File: src/hw/rtl/mmwg_pkg.sv
// mmwg_pkg: shared types and constants of the multi-mode waveform generator.
// No dependencies; imported by every module of the block.

package mmwg_pkg;

    // configuration register indexes
    localparam int CFG_IDX_W = 3;
    localparam logic [CFG_IDX_W-1:0] REG_WAVE_MODE    = 3'd0;
    localparam logic [CFG_IDX_W-1:0] REG_AMPLITUDE    = 3'd1;
    localparam logic [CFG_IDX_W-1:0] REG_PHASE_STEP   = 3'd2;
    localparam logic [CFG_IDX_W-1:0] REG_PHASE_OFFSET = 3'd3;
    localparam logic [CFG_IDX_W-1:0] REG_DECAY_FACTOR = 3'd4;
    localparam logic [CFG_IDX_W-1:0] REG_LAST_INDEX   = 3'd5;

    // waveform mode codes
    localparam logic [2:0] MODE_SINE     = 3'd0;
    localparam logic [2:0] MODE_SQUARE   = 3'd1;
    localparam logic [2:0] MODE_TRIANGLE = 3'd2;
    localparam logic [2:0] MODE_SAWTOOTH = 3'd3;
    localparam logic [2:0] MODE_IMPULSE  = 3'd4;
    localparam logic [2:0] MODE_DECAY    = 3'd5;

    typedef struct packed {
        logic [2:0]  wave_mode;
        logic [14:0] amplitude;
        logic [31:0] phase_step;
        logic [31:0] phase_offset;
        logic [15:0] decay_factor;
        logic [31:0] last_index;
    } cfg_t;

    // 1.0 in Q1.16
    localparam logic [16:0] LEVEL_ONE = 17'd65536;
    // pi/2 in Q30
    localparam logic [30:0] HALF_PI_Q30 = 31'd1686629713;
    localparam int TAYLOR_TERMS = 7;

    // input queue between front and back
    localparam int QUEUE_DEPTH = 4;
    localparam int QPTR_W      = 2;

    // Division of Taylor term k by d = (2k)(2k+1): multiply by
    // ceil(2^(32+l)/d) and shift right by 32+l, with 2^l >= d.
    // Exact floor for any 32-bit dividend.
    function automatic logic [32:0] taylor_recip(input logic [2:0] k);
        logic [32:0] m;
        unique case (k)
            3'd1:    m = 33'd5726623062;   // d = 6
            3'd2:    m = 33'd6871947674;   // d = 20
            3'd3:    m = 33'd6544712071;   // d = 42
            3'd4:    m = 33'd7635497416;   // d = 72
            3'd5:    m = 33'd4997780127;   // d = 110
            3'd6:    m = 33'd7048151461;   // d = 156
            3'd7:    m = 33'd5235769657;   // d = 210
            default: m = 33'd0;
        endcase
        return m;
    endfunction

    function automatic logic [3:0] taylor_shift(input logic [2:0] k);
        logic [3:0] l;
        unique case (k)
            3'd1:    l = 4'd3;
            3'd2:    l = 4'd5;
            3'd3:    l = 4'd6;
            3'd4:    l = 4'd7;
            3'd5:    l = 4'd7;
            3'd6:    l = 4'd8;
            3'd7:    l = 4'd8;
            default: l = 4'd0;
        endcase
        return l;
    endfunction

endpackage

File: src/hw/rtl/mmwg_front.sv
// mmwg_front: input handshake and short item queue ahead of the sample engine.
// Depends on mmwg_pkg.

module mmwg_front
    import mmwg_pkg::*;
(
    input  logic clk,
    input  logic rst_n,
    input  logic enable,
    input  logic in_valid,
    output logic in_ready,
    input  logic in_restart,
    output logic q_valid,
    output logic q_restart,
    input  logic q_pop
);

    localparam logic [QPTR_W:0] Q_FULL = (QPTR_W+1)'(QUEUE_DEPTH);

    logic              q_mem [QUEUE_DEPTH];
    logic [QPTR_W-1:0] wr_ptr_reg, wr_ptr_next;
    logic [QPTR_W-1:0] rd_ptr_reg, rd_ptr_next;
    logic [QPTR_W:0]   count_reg, count_next;
    logic              push;
    logic              pop;

    assign in_ready  = enable && (count_reg != Q_FULL);
    assign push      = in_valid && in_ready;
    assign q_valid   = (count_reg != '0);
    assign pop       = q_pop && q_valid;
    assign q_restart = q_mem[rd_ptr_reg];

    always_comb
    begin
        wr_ptr_next = push ? wr_ptr_reg + 1'b1 : wr_ptr_reg;
        rd_ptr_next = pop ? rd_ptr_reg + 1'b1 : rd_ptr_reg;
        count_next  = count_reg;
        if (push && !pop)
        begin
            count_next = count_reg + 1'b1;
        end
        else if (pop && !push)
        begin
            count_next = count_reg - 1'b1;
        end
    end

    always_ff @(posedge clk or negedge rst_n)
    begin
        if (!rst_n)
        begin
            wr_ptr_reg <= '0;
            rd_ptr_reg <= '0;
            count_reg  <= '0;
        end
        else
        begin
            wr_ptr_reg <= wr_ptr_next;
            rd_ptr_reg <= rd_ptr_next;
            count_reg  <= count_next;
        end
    end

    always_ff @(posedge clk)
    begin
        if (push)
        begin
            q_mem[wr_ptr_reg] <= in_restart;
        end
    end

endmodule

File: config.mk
export PLATFORM = sky130hd
export DESIGN_NAME = mmwg_front
export DESIGN_NICKNAME = d
export VERILOG_FILES = /design/src/hw/rtl/mmwg_pkg.sv /design/src/hw/rtl/mmwg_front.sv
export SDC_FILE = /design/constraint.sdc
export NUM_CORES = 1
export LEC_CHECK = 0
export ABC_AREA = 1
export BUFFER_PORTS_ARGS = -buffer_cell sky130_fd_sc_hd__buf_2
export CAP_MARGIN = 40
export CORE_AREA = 2 2 39 41
export DETAILED_ROUTE_END_ITERATION = 8
export DIE_AREA = 0 0 41 43
export GPL_TIMING_DRIVEN = 1
export MAX_ROUTING_LAYER = met4
export PLACE_DENSITY = 0.68
export SLEW_MARGIN = 15
export SYNTH_ARGS = -nofsm -noshare
export SYNTH_HDL_FRONTEND = slang
export SYNTH_SLANG_ARGS = --single-unit
File: constraint.sdc
create_clock -name clk -period 5.2 [get_ports clk]
set_clock_uncertainty 0.15 [all_clocks]
set_input_delay 0.52 -clock clk [delete_from_list [all_inputs] [get_ports clk]]
set_output_delay 0.52 -clock clk [all_outputs]
set_load 0.01 [all_outputs]
==> out/results.tsv <==
stage	metric	value	unit
outcome	status	complete, no violations	
placement	numPortBuffers	8	
critical_path	regToRegSetupSlack	3250	ps
pwr	p_int	0.218	mW
logic_synthesis	syn_avg_cell_area	8.92	sq um
routing	wl_per_cell	9.26	um
sta	setup_violations	0	
clocking	path_clk_slew	70	ps
global_route	grt_pass1_vias	382	
routing	drc	0	
routing	first_iter_violations	8	
worst_hold_path	holdPathStages	1	
global_route	grt_usage	13.6	%
logic_synthesis	yosys_warnings	0	
placement	dpl_cell_area	693	sq um
critical_path	critPathMaxFanout	4	
critical_path	r2r-end	count_reg[2]$_DFFE_PN0P_	
sta	slew-limit-headroom	86.4	%
finish	drive_gt1_share	19.0	%
pwr	irDropWorstVdd	0.232	mV
clocking	cts.repair.resized	0	
sta	fin_setup_tns	0	ps
clocking	clk_path_buf_depth	2	
finish	fill_cells	126	
clocking	cts.sinks	11	
pwr	share_comb_of_total_power	43.5	%
die	chipWidth	41	um
sta	hold_violations	0	
job	max_cap_violations	0	
pwr	powerDensity	516	nW/um^2
die	fp.dieH	43	um
global_route	antenna_found_initial	0	
routing	drt_wl_total	926	um
worst_hold_path	min_from	in_restart	
sta	whs	312	ps
critical_path	r2r-start	count_reg[0]$_DFFE_PN0P_	
placement	hpwlAfterDp	757	um
die	ios	9	
die	num_rows	14	
sta	period_share	37.6	%
clocking	holdBufCountCts	1	
critical_path	cp.required	5210	ps
routing	dr.pass1.iters	4	
logic_synthesis	synth_area	633	sq um
critical_path	path_class	flip-flop to flip-flop	
critical_path	start_kind	flip-flop	
clocking	htree_levels	1	
routing	viasPerCell	4.61	
placement	globalplace.congestion	0.731	
sta	tightest_slew	204	ps
pwr	seq_power_share	41.3	%
sta	max_freq	512	MHz
global_route	grt_start_max_net_pins	8	
pwr	p_sw	0.158	mW
routing	ant_nets	0	
die	die_area	1760	sq um
critical_path	end_kind	flip-flop	
clocking	insertion_delay	270	ps
pwr	clkPwrFrac	15.2	%
logic_synthesis	syn_inst	71	
clocking	post-cts-setup-buffers	0	
critical_path	rr_worst_depth	10	
routing	dr_total_vias	461	
global_route	grt_pass1_wl	1480	um
logic_synthesis	synth-seq-cells	11	
worst_hold_path	hp-class	input port to flip-flop	
critical_path	cp.arrival	1970	ps
pwr	p_leak	0.371	nW
finish	stdcell_area	729	sq um
finish	final_nets	97	
die	core	1380	sq um
logic_synthesis	synth_cell_type_count	15	
finish	multiInputGateArea	289	sq um
clocking	cts_made_buffers	3	
sta	period_minus_slack	1950	ps
pwr	swShare	42.0	%
clocking	cts_tree	yes	
global_route	grt_overflow	0	
finish	seqCellArea	295	sq um
sta	rsz0062_at_grt	no	
finish	diodes	0	
logic_synthesis	syn-num-nets	83	
sta	report.final.slew_viol_count	0	
logic_synthesis	ys_seq_area_share	46.6	%
finish	largest_reg_flops	4	
clocking	root_buffer	clkbuf_4	
die	start_util	45.8	%
worst_hold_path	whs_endpoint	q_mem[1]$_DFFE_PP_	
finish	area_delta_synth_final	15.2	%
## cell usage after synthesis
cell type | instances | area [sq um]
fa_1 | 1 | 20.0
edfxtp_1 | 4 | 120
ha_1 | 5 | 62.6
nand4_1 | 3 | 18.8
nand3_1 | 3 | 15.0
nand2_1 | 18 | 67.6
nand3_4 | 1 | 17.5
nor2_1 | 7 | 26.3
nor2_4 | 1 | 11.3
inv_1 | 13 | 48.8
dfrtp_1 | 7 | 175
o21ai_0 | 3 | 15.0
xnor2_1 | 1 | 8.76
nand2_2 | 3 | 18.8
a21boi_0 | 1 | 7.51
## layout by cell type (no fill, tap or decap), types with 3 or more instances in the layout
cell	Yosys	routed
nand2_2	3	3
nor2_1	7	7
inv_1	13	13
edfxtp_1	4	4
o21ai_0	3	3
nand2_1	18	18
nand3_1	3	3
nand4_1	3	3
clkbuf_4	0	3
dfrtp_1	7	7
buf_2	0	8
ha_1	5	5
## layout make-up
class	instances	share of cell area, %
Clock buffer	4	3.60
Multi-Input combinational cell	47	39.6
Timing Repair Buffer	9	6.86
Sequential cell	11	40.5
Tap cell	16	2.74
Inverter	13	6.69
## per-stage QoR
step / instances / total power, mW / util, % / setup slack [ps]
final: 100 / 0.376 / 52.7 / 3250
after global routing: 100 / 0.413 / 52.7 / 3140
after CTS: 100 / 0.382 / 52.7 / 3240
after detailed placement: 95 / 0.323 / 50.1 / 3200
after global placement: 95 / 0.315 / 50.1 / 3240
after floorplan: 71 / 0.277 / - / 3370
## routing by layer
| layer | GRT usage (%) | share of wire [%] | up-vias |
|---|---|---|---|
| li1 | - | - | 247 |
| met4 | 14.0 | 5.0 | 0 |
| met5 | - | 0 | - |
| met1 | 16.8 | 46 | 199 |
| met3 | 1.57 | 3.5 | 5 |
| met2 | 17.5 | 45 | 10 |
## critical path, cell delays in order, from the launching register on
cell     delay [ps]
dfrtp_1         440
nor2_4          160
nand2_2         100
nand2_2          90
ha_1            160
inv_1            60
fa_1            390
nand2_1         110
nand3_1          80
nand2_1          60
nand2_1          40
## kinds of logic (layout without fill, tap and decap cells)
| family | count (synthesis) | count (layout) | share of synthesized area [%] |
|---|---|---|---|
| AND/OR/NAND/NOR | 36 | 36 | 27.7 |
| buffers and inverters | 13 | 26 | 7.71 |
| flip-flops | 11 | 11 | 46.6 |
| adder cells (fa/ha/maj) | 6 | 6 | 13.0 |
| AO/OA/AOI/OAI | 4 | 4 | 3.56 |
| XOR/XNOR | 1 | 1 | 1.38 |
## power by group through the flow
stage	combinational (mW)	sequential [mW]	clock, mW
2_1_floorplan	0.126	0.150	0
3_3_place_gp	0.159	0.157	0
3_5_place_dp	0.165	0.157	0
4_1_cts	0.166	0.156	0.0598
5_1_grt	0.190	0.161	0.0617
6_report	0.164	0.155	0.0571
## worst max path at each step
stage                        startpoint                       end  slack, ps  cells past startpoint
2_1_floorplan  count_reg[0]$_DFFE_PN0P_  count_reg[2]$_DFFE_PN0P_       3370                     10
3_3_place_gp                     enable  count_reg[2]$_DFFE_PN0P_       3240                     10
3_5_place_dp                     enable  count_reg[2]$_DFFE_PN0P_       3200                     10
4_1_cts        count_reg[0]$_DFFE_PN0P_  count_reg[2]$_DFFE_PN0P_       3240                     10
5_1_grt        count_reg[0]$_DFFE_PN0P_  count_reg[2]$_DFFE_PN0P_       3140                     11
6_report       count_reg[0]$_DFFE_PN0P_  count_reg[2]$_DFFE_PN0P_       3250                     10
Power figures use the tool's default switching activity.
